**config.mk**
```make
export PLATFORM = sky130hd
export DESIGN_NAME = tdph_ctrl
export DESIGN_NICKNAME = d
export VERILOG_FILES = /design/src/design/tdph_pkg.sv /design/src/design/tdph_ctrl.sv
export SDC_FILE = /design/constraint.sdc
export NUM_CORES = 1
export LEC_CHECK = 0
export ABC_AREA = 1
export BUFFER_PORTS_ARGS = -buffer_cell sky130_fd_sc_hd__buf_4
export CAP_MARGIN = 15
export CORE_AREA = 2 2 39 41
export DETAILED_ROUTE_END_ITERATION = 10
export DIE_AREA = 0 0 41 43
export SKIP_LAST_GASP = 1
export SYNTH_ARGS = -nofsm -noshare
export SYNTH_HDL_FRONTEND = slang
export SYNTH_SLANG_ARGS = --single-unit
```
**constraint.sdc**
```tcl
create_clock -name clk -period 1.1 [get_ports clk]
set_input_delay 0 -clock clk [delete_from_list [all_inputs] [get_ports clk]]
set_output_delay 0 -clock clk [all_outputs]
set_load 0.01 [all_outputs]
```
**src/design/tdph_pkg.sv**
```systemverilog
package tdph_pkg;

	// operation codes carried in the mode field
	typedef enum logic [1:0] {
		MODE_INSERT = 2'd0,
		MODE_LOOKUP = 2'd1,
		MODE_CLEAR  = 2'd2
	} mode_t;

	// sequencer states
	typedef enum logic [2:0] {
		S_INIT,
		S_IDLE,
		S_READ,
		S_UPDATE,
		S_CLEAR
	} state_t;

	// commands from controller to datapath
	typedef struct packed {
		logic load_in;
		logic rd_en;
		logic upd_en;
		logic sweep_en;
	} ctl_cmd_t;

	// status from datapath to controller
	typedef struct packed {
		logic sweep_last;
		logic out_free;
	} dp_status_t;

	// reset value of the cluster count register
	localparam logic [10:0] CLUSTER_COUNT_RESET = 11'd1024;

endpackage

```
**src/design/tdph_ctrl.sv**
```systemverilog
module tdph_ctrl (
	input  logic                   clk,
	input  logic                   arst_n,
	input  logic                   in_valid,
	output logic                   in_stall,
	input  logic [1:0]             mode,
	output tdph_pkg::ctl_cmd_t     cmd,
	input  tdph_pkg::dp_status_t   status
);
	import tdph_pkg::*;

	state_t state_q;
	state_t state_nxt;

	// state register
	always_ff @(posedge clk or negedge arst_n) begin
		if (!arst_n) begin
			state_q <= S_INIT;
		end else begin
			state_q <= state_nxt;
		end
	end

	// next state and commands
	always_comb begin
		state_nxt = state_q;
		cmd       = '0;
		in_stall  = 1'b1;
		case (state_q)
			S_INIT: begin
				cmd.sweep_en = 1'b1;
				if (status.sweep_last) begin
					state_nxt = S_IDLE;
				end
			end
			S_IDLE: begin
				in_stall = 1'b0;
				if (in_valid) begin
					cmd.load_in = 1'b1;
					state_nxt   = (mode == MODE_CLEAR) ? S_CLEAR : S_READ;
				end
			end
			S_READ: begin
				cmd.rd_en = 1'b1;
				state_nxt = S_UPDATE;
			end
			S_UPDATE: begin
				if (status.out_free) begin
					cmd.upd_en = 1'b1;
					state_nxt  = S_IDLE;
				end
			end
			S_CLEAR: begin
				cmd.sweep_en = 1'b1;
				if (status.sweep_last) begin
					state_nxt = S_UPDATE;
				end
			end
			default: begin
				state_nxt = S_IDLE;
			end
		endcase
	end

`ifndef SYNTH
	// a blocked result keeps the update pending
	a_update_holds: assert property (@(posedge clk) disable iff (!arst_n)
		(state_q == S_UPDATE && !status.out_free) |=> (state_q == S_UPDATE))
		else $error("update left while output register busy");

	// the last sweep row ends the sweep
	a_sweep_ends: assert property (@(posedge clk) disable iff (!arst_n)
		(cmd.sweep_en && status.sweep_last) |=> !cmd.sweep_en)
		else $error("sweep continued past last row");
`endif

endmodule

```
---- Yosys cells after proc, flatten, opt, wreduce, memory -nomap -nowiden ----
Index checks and enable logic that the tools add are counted.
storage, ports and cells
  bits of input ports ..................... 7
  word-level logic and storage cells ...... 26
  flip-flop bits (word level) ............. 3
  output and inout port bits .............. 5
cells by class
  reductions and logical operators ........ 3
  mux-type cells .......................... 13
  equal/unequal tests ..................... 9
operators with widths
  kind                count
  $mux 3              5
  $pmux 3 s5          1
  $ne 2x2->1 const B  4
  $mux 1              7
  $eq 3x2->1 const B  2
  $reduce_and 4->1    1
  $eq 3x1->1 const B  1
  $eq 3x3->1 const B  1
  $logic_not 3->1     1
  $eq 2x2->1 const B  1
  $reduce_or 2->1     1

---- Depth between registers and ports, before layout ----
  depth in word-level cells ............... 4
  mapped depth ............................ 7
  depth with buffers taken out ............ 7

---- Worst setup path before layout ----
No wires, ideal clock.
  path type ............................... reg-to-reg
  start point ............................. register state_q[2]
  end point ............................... register state_q[0]
  library setup time ...................... 0.123 ns
  period minus slack after synthesis ...... 0.998 ns
  data arrival time ....................... 0.875 ns
  buffers on the path ..................... 0
  setup slack ............................. 0.102 ns
  cell stages (with the launch flop) ...... 5
  data required time ...................... 0.977 ns
  cell sequence ........................... dfrtp_1 > nor2_2 > nand2_2 > nor2_2 > nor2_1
between the ends
  longest elaborated chain between the ends .. 3
  elaborated cells between the ends (all ways) .. 11
  classes of those cells .................. eq/ne: 8; mux: 1; reduce/logical: 2
RTL lines
  what                                      RTL line         source
  start, declared                           tdph_ctrl.sv:12  state_t state_q;
  start signal, assigned                    tdph_ctrl.sv:20  state_q <= state_nxt;
  $eq 3x3->1, or another cell as far along  tdph_ctrl.sv:29  case (state_q)
  $ne 2x2->1 (no line)                      --
  $reduce_and 4->1 (no line)                --
Parallel ways exist; a longest one is shown, timed or not.
A chain may end at the register's enable or synchronous reset.

==> run metrics <==
Post-DP Area=327 um2; Sequential Power Share=about a fifth; max-slew violations=0; GP Congestion=about 0.68; Power Internal=0.570 mW; largest net degree at the start of global routing=5; worst rel slew slack=89.0%; ANT cells=0; most common cell after layout, fill and taps aside=buf_4; post-detail-place hpwl=~390 um; Largest regs=state_q (3); Psw=0.431 mW; Final Cycle Share=97.4%; clock root cell=clkbuf_4; Finished Layout Cells=70; Syn Nets=43; dpl cells=63; max-cap violation count=0; Rows=14; worst path required time=between 1 and 1.5 ns; Avg WL per Cell=7.23 um; outcome=complete, no violations; Warnings, synthesis=0; final net count=62; Die Width=41 um; first-pass GRT wire length=841 um; Logic pwr share=60.5%; Final Skew=0.00341 ns; setup_tns=0 ns; worst vdd ir=0.716 mV; Clk network pwr share=20.2%; cell depth of the worst setup path=4; drt drc=0; CP bufs+invs=1; ANT nets after route=0; Finished Cell Area=393 um2; Port Buffers=11; Min-Delay Path Depth=4; leak pwr=0.218 nW; Mapped Cells=36; highest-count cells in the layout ignoring fill and taps=13 x buf_4, 8 x nand2_1, 5 x inv_2, 5 x nand3_1, 4 x nor2_2; vias in the first global route=225; area of the core=1380 um2; clock-pin transition on the worst setup and hold timing paths=0.04 ns; Area growth syn-to-layout=75.4%; Max Buffers Root-to-Sink=2; Mean Syn Cell Area=6.22 um2; CTS buffer count=3; Crit-path slowest cell=dfrtp_1; R2R cell count=6; crit path cell chain=nor2_4 -> nand2_2 -> nor2_4 -> buf_4; IO Count=12; largest reg by FF count=state_q; Max Fclk=0.933 GHz; Critical Path AT=1.07 ns; initial antenna violation count=0; post-synthesis sequential area ratio=33.5%; Die Y=around 43 um; share of cells above drive strength 1=around 54%; Worst-Margin Slew=0.166 ns; final core occ=28.4%; WL final=506 um; dpl ws=about 0.047 ns; TritonCTS Sinks=3; Initial DRT Pass Iterations=2; CTS tree=done; worst min path class=input port to register; critical path's top delay family=flip-flops; PD cells=2550 nW/um2; count of cell types in the netlist=9; RSZ-0062 raised after global routing=yes; H-tree depth=1; gr usage total=7.85%; Critical Path End Type=output port; GRT Residual Overflow=0; Initial Util=16.2%; crit-path most repeated cell=nor2_4; switch share=~43%; Tmin final=approximately 1.1 ns; final hold violation count=0; Largest stage delay, worst path=between 0.4 and 0.5 ns; Largest register FFs=3; setup ws final=0.0285 ns; initial drt markers=5; average via count per standard cell=3.77; endpoints failing setup=0; worst skew pair latency=0.24 ns; area of the die=around 1800 um2; mapped cell area=roughly 220 um2; Setup crit start kind=register; DR vias=264; Crit Path Category=register to output port; Crit Path Max Fanout=3; post-synthesis register bit count=3
==> stage by stage <==
stage / power [mW] / hold WS (ns)
final: 1.00 / 0.0145
after global routing: 1.11 / 0.0412
after CTS: 0.995 / 0.0228
after detailed placement: 0.718 / -0.207
after global placement: 0.715 / -0.210
after floorplan: 0.534 / -0.296
==> area by class of cell <==
cell class | instances | area [um2]
multi-input cells | 25 | 134
fillers | 156 | 991
clock buffers | 4 | 26.3
repair buffers | 14 | 108
flip-flops and latches | 3 | 75.1
inverters | 8 | 30.0
well taps | 16 | 20.0
==> kinds of logic after synthesis <==
group / count (synthesis) / synth area share (%)
buffers and inverters: 8 / 13.4
flip-flops: 3 / 33.5
AND/OR/NAND/NOR: 25 / 53.1
==> power groups by stage <==
stage	combinational [mW]	clock (mW)	sequential, mW
after global routing	0.693	0.221	0.199
final	0.606	0.202	0.193
after global placement	0.518	0	0.198
after floorplan	0.343	0	0.191
after CTS	0.590	0.211	0.194
after detailed placement	0.522	0	0.197
==> routing by layer <==
metal | vias up | share of wire [%] | GRT usage [%]
li1 | 144 | - | -
met1 | 110 | 42 | 8.41
met2 | 10 | 47 | 9.69
met3 | 0 | 9.9 | 4.71
met4 | 0 | 0 | 8.00
met5 | - | 0 | 0
==> worst paths after layout <==
kind | startpoint | endpoint | slack (ns)
worst max-delay path | state_q[2] | cmd[3] | 0.03
worst min-delay path | status[0] | state_q[1] | 0.01
worst max register to register | state_q[2] | state_q[2] | 0.10
worst min register to register | state_q[0] | state_q[1] | 0.67
max in group asynchronous | arst_n | state_q[0] | 0.92
min in group asynchronous | arst_n | state_q[1] | 0.08
==> Yosys cell counts <==
| master | instances | area share [%] |
|---|---|---|
| nand2_1 | 8 | 13 |
| inv_2 | 5 | 8.4 |
| nand3_1 | 5 | 11 |
| nor2_1 | 5 | 8.4 |
| nor2_2 | 4 | 11 |
| dfrtp_1 | 3 | 34 |
| inv_1 | 3 | 5.0 |
| nand2_2 | 2 | 5.6 |
| nand3b_1 | 1 | 3.4 |
==> what timing repair did <==
| item | 4_1_cts | 5_1_grt |
|---|---|---|
| buffers inserted | 2 | 0 |
| hold buffers | 1 | 0 |
| pin swaps | 1 | 0 |
| resized for setup | 1 | 3 |
| endpoints found under the hold margin | 3 | 0 |
| setup endpoints to repair | 2 | 4 |
==> worst reg2reg max path, cell delays in order (launching register included) <==
cell and delay (ns):
dfrtp_1 0.41, inv_2 0.07, nand3_1 0.09, nor2_2 0.13
nor2_2 0.05, nand3_1 0.06, nand2_1 0.06
No activity file was read; power rests on OpenSTA's default activity.
